===== src/rtl/ppg_pkg.sv =====
// Package: constants and 8-bit math helpers of the plasma pixel generator.
package ppg_pkg;

  localparam int LED_COUNT = 128;

  localparam int BEAT_SCALE = 280;
  localparam logic [23:0] BEAT_K1 = 24'(2 * BEAT_SCALE);
  localparam logic [23:0] BEAT_K2 = 24'(3 * BEAT_SCALE);
  localparam logic [23:0] BEAT_K3 = 24'(7 * BEAT_SCALE);

  localparam logic [7:0] PHASE_LOW   = 8'd192;
  localparam logic [7:0] PHASE_SPAN  = 8'd128;
  localparam logic [7:0] BRIGHT_SPAN = 8'd128;
  localparam logic [7:0] COS_SHIFT   = 8'd64;
  localparam logic [7:0] WHEEL_SEG1  = 8'd85;
  localparam logic [7:0] WHEEL_SEG2  = 8'd170;
  localparam logic [7:0] DIM_FLOOR   = 8'd2;

  localparam logic [6:0] SINE_SEG [8] = '{7'd0, 7'd49, 7'd49, 7'd41,
                                          7'd90, 7'd27, 7'd117, 7'd10};

  typedef logic [7:0] u8_t;

  function automatic u8_t scale8(input u8_t v, input u8_t s);
    logic [15:0] prod;
    prod = {8'd0, v} * ({8'd0, s} + 16'd1);
    return prod[15:8];
  endfunction

  function automatic u8_t sine8(input u8_t theta);
    u8_t         off_full;
    logic [5:0]  off;
    logic [4:0]  sec;
    logic [1:0]  seg;
    logic [6:0]  slope;
    logic [6:0]  base;
    logic [10:0] prod;
    u8_t         y;
    off_full = theta[6] ? ~theta : theta;
    off      = off_full[5:0];
    sec      = {1'b0, off[3:0]} + {4'd0, theta[6]};
    seg      = off[5:4];
    slope    = SINE_SEG[{seg, 1'b1}];
    base     = SINE_SEG[{seg, 1'b0}];
    prod     = {4'd0, slope} * {6'd0, sec};
    y        = {1'b0, prod[10:4]} + {1'b0, base};
    return theta[7] ? (8'd128 - y) : (8'd128 + y);
  endfunction

endpackage


===== src/rtl/plasma_pixel_generator_unit.sv =====
// Top level: six-stage pipeline computing one plasma pixel color per beat.
// One pixel enters per clock unless the output stalls; its color leaves
// after the six registered stages (beat phase multiply, sine and
// oscillator scaling, wave arguments, two easing multiplies, color wheel).
// There is no state between pixels. A stall on the output freezes every
// stage at once, so s_tready is low only while a finished color waits.
module plasma_pixel_generator_unit (
  input  logic        clk,
  input  logic        rst,
  input  logic        s_tvalid,
  output logic        s_tready,
  input  logic [39:0] s_tdata,   // time_ms[31:0], pixel_index[38:32], zero pad
  output logic        m_tvalid,
  input  logic        m_tready,
  output logic [23:0] m_tdata    // red[7:0], green[15:8], blue[23:16]
);

  logic advance;
  logic v1, v2, v3, v4, v5, v6;

  // stage 1: beat phases
  logic [23:0] prod1, prod2, prod3;
  ppg_pkg::u8_t beat1, beat2, beat3;
  logic [6:0] k1;

  // stage 2: oscillators
  ppg_pkg::u8_t ph1, ph2, bthr2;
  logic [6:0] k2;

  // stage 3: wave inputs
  ppg_pkg::u8_t tri_arg, cos_arg, tri_fold;
  ppg_pkg::u8_t ease_i3, cos3, bthr3;

  // stage 4: square
  ppg_pkg::u8_t ii4, ease_i4, cos4, bthr4;

  // stage 5: cube and index
  ppg_pkg::u8_t iii;
  logic [9:0] cubic_raw;
  ppg_pkg::u8_t cubic, idx5, bthr5;

  // stage 6: wheel and threshold
  ppg_pkg::u8_t bright, pos, seg_off, seg_x3;
  ppg_pkg::u8_t red_next, green_raw, blue_raw, green_next, blue_next;
  ppg_pkg::u8_t red, green, blue;

  assign advance  = !v6 || m_tready;
  assign s_tready = advance;

  always_ff @(posedge clk) begin
    if (rst) begin
      v1 <= 1'b0;
      v2 <= 1'b0;
      v3 <= 1'b0;
      v4 <= 1'b0;
      v5 <= 1'b0;
      v6 <= 1'b0;
    end else if (advance) begin
      v1 <= s_tvalid;
      v2 <= v1;
      v3 <= v2;
      v4 <= v3;
      v5 <= v4;
      v6 <= v5;
    end
  end

  // only the low 24 time bits reach phase bits [23:16]
  assign prod1 = s_tdata[23:0] * ppg_pkg::BEAT_K1;
  assign prod2 = s_tdata[23:0] * ppg_pkg::BEAT_K2;
  assign prod3 = s_tdata[23:0] * ppg_pkg::BEAT_K3;

  always_ff @(posedge clk) begin
    if (advance) begin
      beat1 <= prod1[23:16];
      beat2 <= prod2[23:16];
      beat3 <= prod3[23:16];
      k1    <= s_tdata[38:32];
    end
  end

  always_ff @(posedge clk) begin
    if (advance) begin
      ph1   <= ppg_pkg::PHASE_LOW +
               ppg_pkg::scale8(ppg_pkg::sine8(beat1), ppg_pkg::PHASE_SPAN);
      ph2   <= ppg_pkg::PHASE_LOW +
               ppg_pkg::scale8(ppg_pkg::sine8(beat2), ppg_pkg::PHASE_SPAN);
      bthr2 <= ppg_pkg::scale8(ppg_pkg::sine8(beat3), ppg_pkg::BRIGHT_SPAN);
      k2    <= k1;
    end
  end

  assign tri_arg  = {k2, 1'b0} + ph1;
  assign cos_arg  = {1'b0, k2} + ph2 + ppg_pkg::COS_SHIFT;
  assign tri_fold = tri_arg[7] ? ~tri_arg : tri_arg;

  always_ff @(posedge clk) begin
    if (advance) begin
      ease_i3 <= {tri_fold[6:0], 1'b0};
      cos3    <= ppg_pkg::sine8(cos_arg);
      bthr3   <= bthr2;
    end
  end

  always_ff @(posedge clk) begin
    if (advance) begin
      ii4     <= ppg_pkg::scale8(ease_i3, ease_i3);
      ease_i4 <= ease_i3;
      cos4    <= cos3;
      bthr4   <= bthr3;
    end
  end

  assign iii       = ppg_pkg::scale8(ii4, ease_i4);
  assign cubic_raw = {1'b0, ii4, 1'b0} + {2'd0, ii4} - {1'b0, iii, 1'b0};
  assign cubic     = cubic_raw[8] ? 8'hFF : cubic_raw[7:0];

  always_ff @(posedge clk) begin
    if (advance) begin
      idx5  <= {1'b0, cubic[7:1]} + {1'b0, cos4[7:1]};
      bthr5 <= bthr4;
    end
  end

  assign bright = (idx5 > bthr5) ? (idx5 - bthr5) : 8'd0;
  assign pos    = ~idx5;

  always_comb begin
    priority if (pos < ppg_pkg::WHEEL_SEG1) begin
      seg_off = pos;
    end else if (pos < ppg_pkg::WHEEL_SEG2) begin
      seg_off = pos - ppg_pkg::WHEEL_SEG1;
    end else begin
      seg_off = pos - ppg_pkg::WHEEL_SEG2;
    end
  end

  assign seg_x3 = {seg_off[6:0], 1'b0} + seg_off;

  always_comb begin
    priority if (pos < ppg_pkg::WHEEL_SEG1) begin
      red_next  = 8'hFF - seg_x3;
      green_raw = 8'd0;
      blue_raw  = seg_x3;
    end else if (pos < ppg_pkg::WHEEL_SEG2) begin
      red_next  = 8'd0;
      green_raw = seg_x3;
      blue_raw  = 8'hFF - seg_x3;
    end else begin
      red_next  = seg_x3;
      green_raw = 8'hFF - seg_x3;
      blue_raw  = 8'd0;
    end
  end

  assign green_next = (green_raw > bright) ? (green_raw - bright) : ppg_pkg::DIM_FLOOR;
  assign blue_next  = (blue_raw > bright) ? (blue_raw - bright) : ppg_pkg::DIM_FLOOR;

  always_ff @(posedge clk) begin
    if (advance) begin
      red   <= red_next;
      green <= green_next;
      blue  <= blue_next;
    end
  end

  assign m_tvalid = v6;
  assign m_tdata  = {blue, green, red};

endmodule


===== config.mk =====
export PLATFORM = sky130hd
export DESIGN_NAME = plasma_pixel_generator_unit
export DESIGN_NICKNAME = d
export VERILOG_FILES = /design/src/rtl/ppg_pkg.sv /design/src/rtl/plasma_pixel_generator_unit.sv
export SDC_FILE = /design/constraint.sdc
export NUM_CORES = 1
export LEC_CHECK = 0
export BUFFER_PORTS_ARGS = -buffer_cell sky130_fd_sc_hd__clkbuf_2
export CORE_MARGIN = 1
export CORE_UTILIZATION = 70
export CTS_BUF_LIST = sky130_fd_sc_hd__clkbuf_8
export CTS_CLUSTER_DIAMETER = 200
export DETAILED_ROUTE_END_ITERATION = 10
export PLACE_DENSITY = 0.87
export RECOVER_POWER = 100
export SYNTH_ARGS = -nofsm -noshare
export SYNTH_HDL_FRONTEND = slang
export SYNTH_SLANG_ARGS = --single-unit
export TNS_END_PERCENT = 50

===== constraint.sdc =====
create_clock -name clk -period 12.05 [get_ports clk]
set_input_delay 0 -clock clk [delete_from_list [all_inputs] [get_ports clk]]
set_output_delay 0 -clock clk [all_outputs]
set_load 0.005 [all_outputs]

==> metrics.txt <==
multi-input logic area=approximately 0.016 mm2; ys flop type=edfxtp_1; worst path arrival time=9.09 ns; synth cell count leaders=inv_1, ha_1, fa_1; CP max-delay cell=edfxtp_1; asr flop ratio synth=0%; vias after detailed routing=about 16000; diode count=0; Synth area leaders=ha_1, edfxtp_1, fa_1, inv_1, xnor2_1; gr ovfl total=0; Syn Inst Count=2329; postcts setup bufs=0; post-synth top area share=between 20% and 30%; count leader, synth=inv_1; max_slew headroom=-204%; CTS resizes=0; Fin Setup TNS=0 ns; CTS clock-pin slew for the worst setup and hold paths=0.09 ns; CTS hold repair buffers=9; Hold WC Path Type=in -> reg; FF+latch count, synth=between 150 and 200; cell area after synthesis=0.0223 mm2; Worst Path Required=12.27 ns; Final period util=about three quarters; gpl congestion=0.955; Area growth syn-to-layout=5.27%; Initial Utilization=a little over 70%; Die Y=180 um; HPWL after DPL=35500 um; die area=0.0325 mm2; core area=0.0309 mm2; violated checks=max-capacitance violations, max-slew violations; total track usage=between 20% and 30%; Inserted Clock Buffers=17; Mapped Avg Cell Area=9.56 um2; final net count=3032; Via density=about 5.8; Synth Warn #=0; Worst Setup End Kind=register; CP max FO=23; area leader, netlist=ha_1; initial antenna violation count=0; Initial DRC Count=between 900 and 1000; Max Cap Violations=2; FMAX=113 MHz; PortBufs=57; first-pass GRT wire length=75200 um; Residual DRC=0; Net Count, Synth=between 2000 and 3000; crit-path most repeated cell=ha_1; CTS Root Cell=clkbuf_8; clk buf depth=2; max-slew violations=roughly 170; synth unique cells=72; FILL cells=2004; Slew @ Worst Pin=4.56 ns; critical path class=reg -> reg; Top Ports=70; crit start category=register; vias in the first global route=~17000; DR pass1 iterations=5; sequential-to-total area share from yosys stat=21.3%; Routed Antenna Nets=0; Clock Skew=0.0210 ns; CTS tree=built; Sequential Area=roughly 0.0047 mm2; RSZ-0062 raised after global routing=false; die width=180 um; EDFF count, synth=154; CP max stage delay=0.82 ns; outcome=finished, violations left; Total Wirelength=43600 um; Sink Count=160; site row count=64; proportion of layout cells with a drive suffix above 1=4.11%; wire per inst=15.5 um; Final Setup Violations=0; H-tree depth=4; largest net degree at the start of global routing=between 90 and 100; Period minus WS final=8.88 ns; Worst-Skew Late Latency=0.50 ns; Hold Fails Final Rpt=0
-- worst max-delay path: cells and delay by family (launching register included) --
family / cells / cell delay [ns]
AO/OA/AOI/OAI: 10 / 2.63
XOR/XNOR: 4 / 1.10
adder cells (fa/ha/maj): 10 / 2.81
buffers and inverters: 3 / 0.16
flip-flops: 1 / 0.82
multiplexers: 1 / 0.28
AND/OR/NAND/NOR: 4 / 0.80
-- metal layers --
metal | global-route usage (%) | part of all wire [%] | vias up
met5 | 0 | 0 | -
met4 | 10.6 | 3.0 | 0
met3 | 3.74 | 3.7 | 115
met2 | 53.9 | 54 | 382
met1 | 31.2 | 39 | 7885
li1 | - | - | 7873
-- sequential cells by signal (all words and copies together) (netlist names), 7 cells and up --
name	flops
beat1	8
beat2	8
beat3	8
blue	8
bthr2	8
bthr3	8
bthr4	8
bthr5	8
cos3	7
cos4	7
ease_i3	7
ease_i4	7
green	8
idx5	8
ii4	8
k1	7
k2	7
ph1	8
ph2	8
red	8
-- worst paths after layout --
path | start | end | slack [ns] | cells past startpoint
max | beat1[6] | ph1[5] | 3.17 | 32
min | s_tdata[19] | beat1[7] | 0.19 | 4
min reg2reg | bthr3[0] | bthr4[0] | 0.42 | 0
max reg2reg | beat1[6] | ph1[5] | 3.17 | 32
-- area by class of cell --
cell class                 count  share of cell area [%]
multi-input combinational   1707                    67.1
clock buffer                  17                   0.999
sequential                   160                    20.2
timing repair buffer          68                    1.61
tap                          396                    2.11
inverter                     443                    7.10
clock inverter                15                   0.785
-- through the flow --
step	instance area [um2]	worst slack [ns]	std cells	hold slack, ns	util, %
6_report	23400	3.17	2806	0.188	75.8
5_1_grt	23400	2.44	2806	0.193	75.8
4_1_cts	23500	3.84	2806	0.173	76.0
3_5_place_dp	23000	3.91	2765	0.179	74.4
3_3_place_gp	23000	4.20	2765	0.177	74.4
2_1_floorplan	22300	4.58	2329	0.0691	-
-- cells in the final DEF, fill, tap and decap left out, types with 13 or more instances in the layout --
master	count
nor2b_1	29
nor3_1	37
nand2_1	133
inv_1	442
nor2_1	143
o21ai_0	84
fa_1	193
nand3_1	26
a21oi_1	94
o21bai_1	15
ha_1	398
and2_1	83
clkbuf_8	17
a211oi_1	13
a21o_1	31
edfxtp_1	154
xnor2_1	144
nand2b_1	33
o21a_1	29
clkbuf_2	49
xor2_1	55
-- cells by family after synthesis --
kind of cell	share of synthesized area [%]
AO/OA/AOI/OAI	10.2
XOR/XNOR	7.86
adder cells (fa/ha/maj)	39.7
buffers and inverters	7.80
flip-flops	21.3
multiplexers	0.708
AND/OR/NAND/NOR	12.4
Power is left out: the tool's default activity adds up to more than one toggle a clock period on the data nets, which glitch-free logic cannot reach.
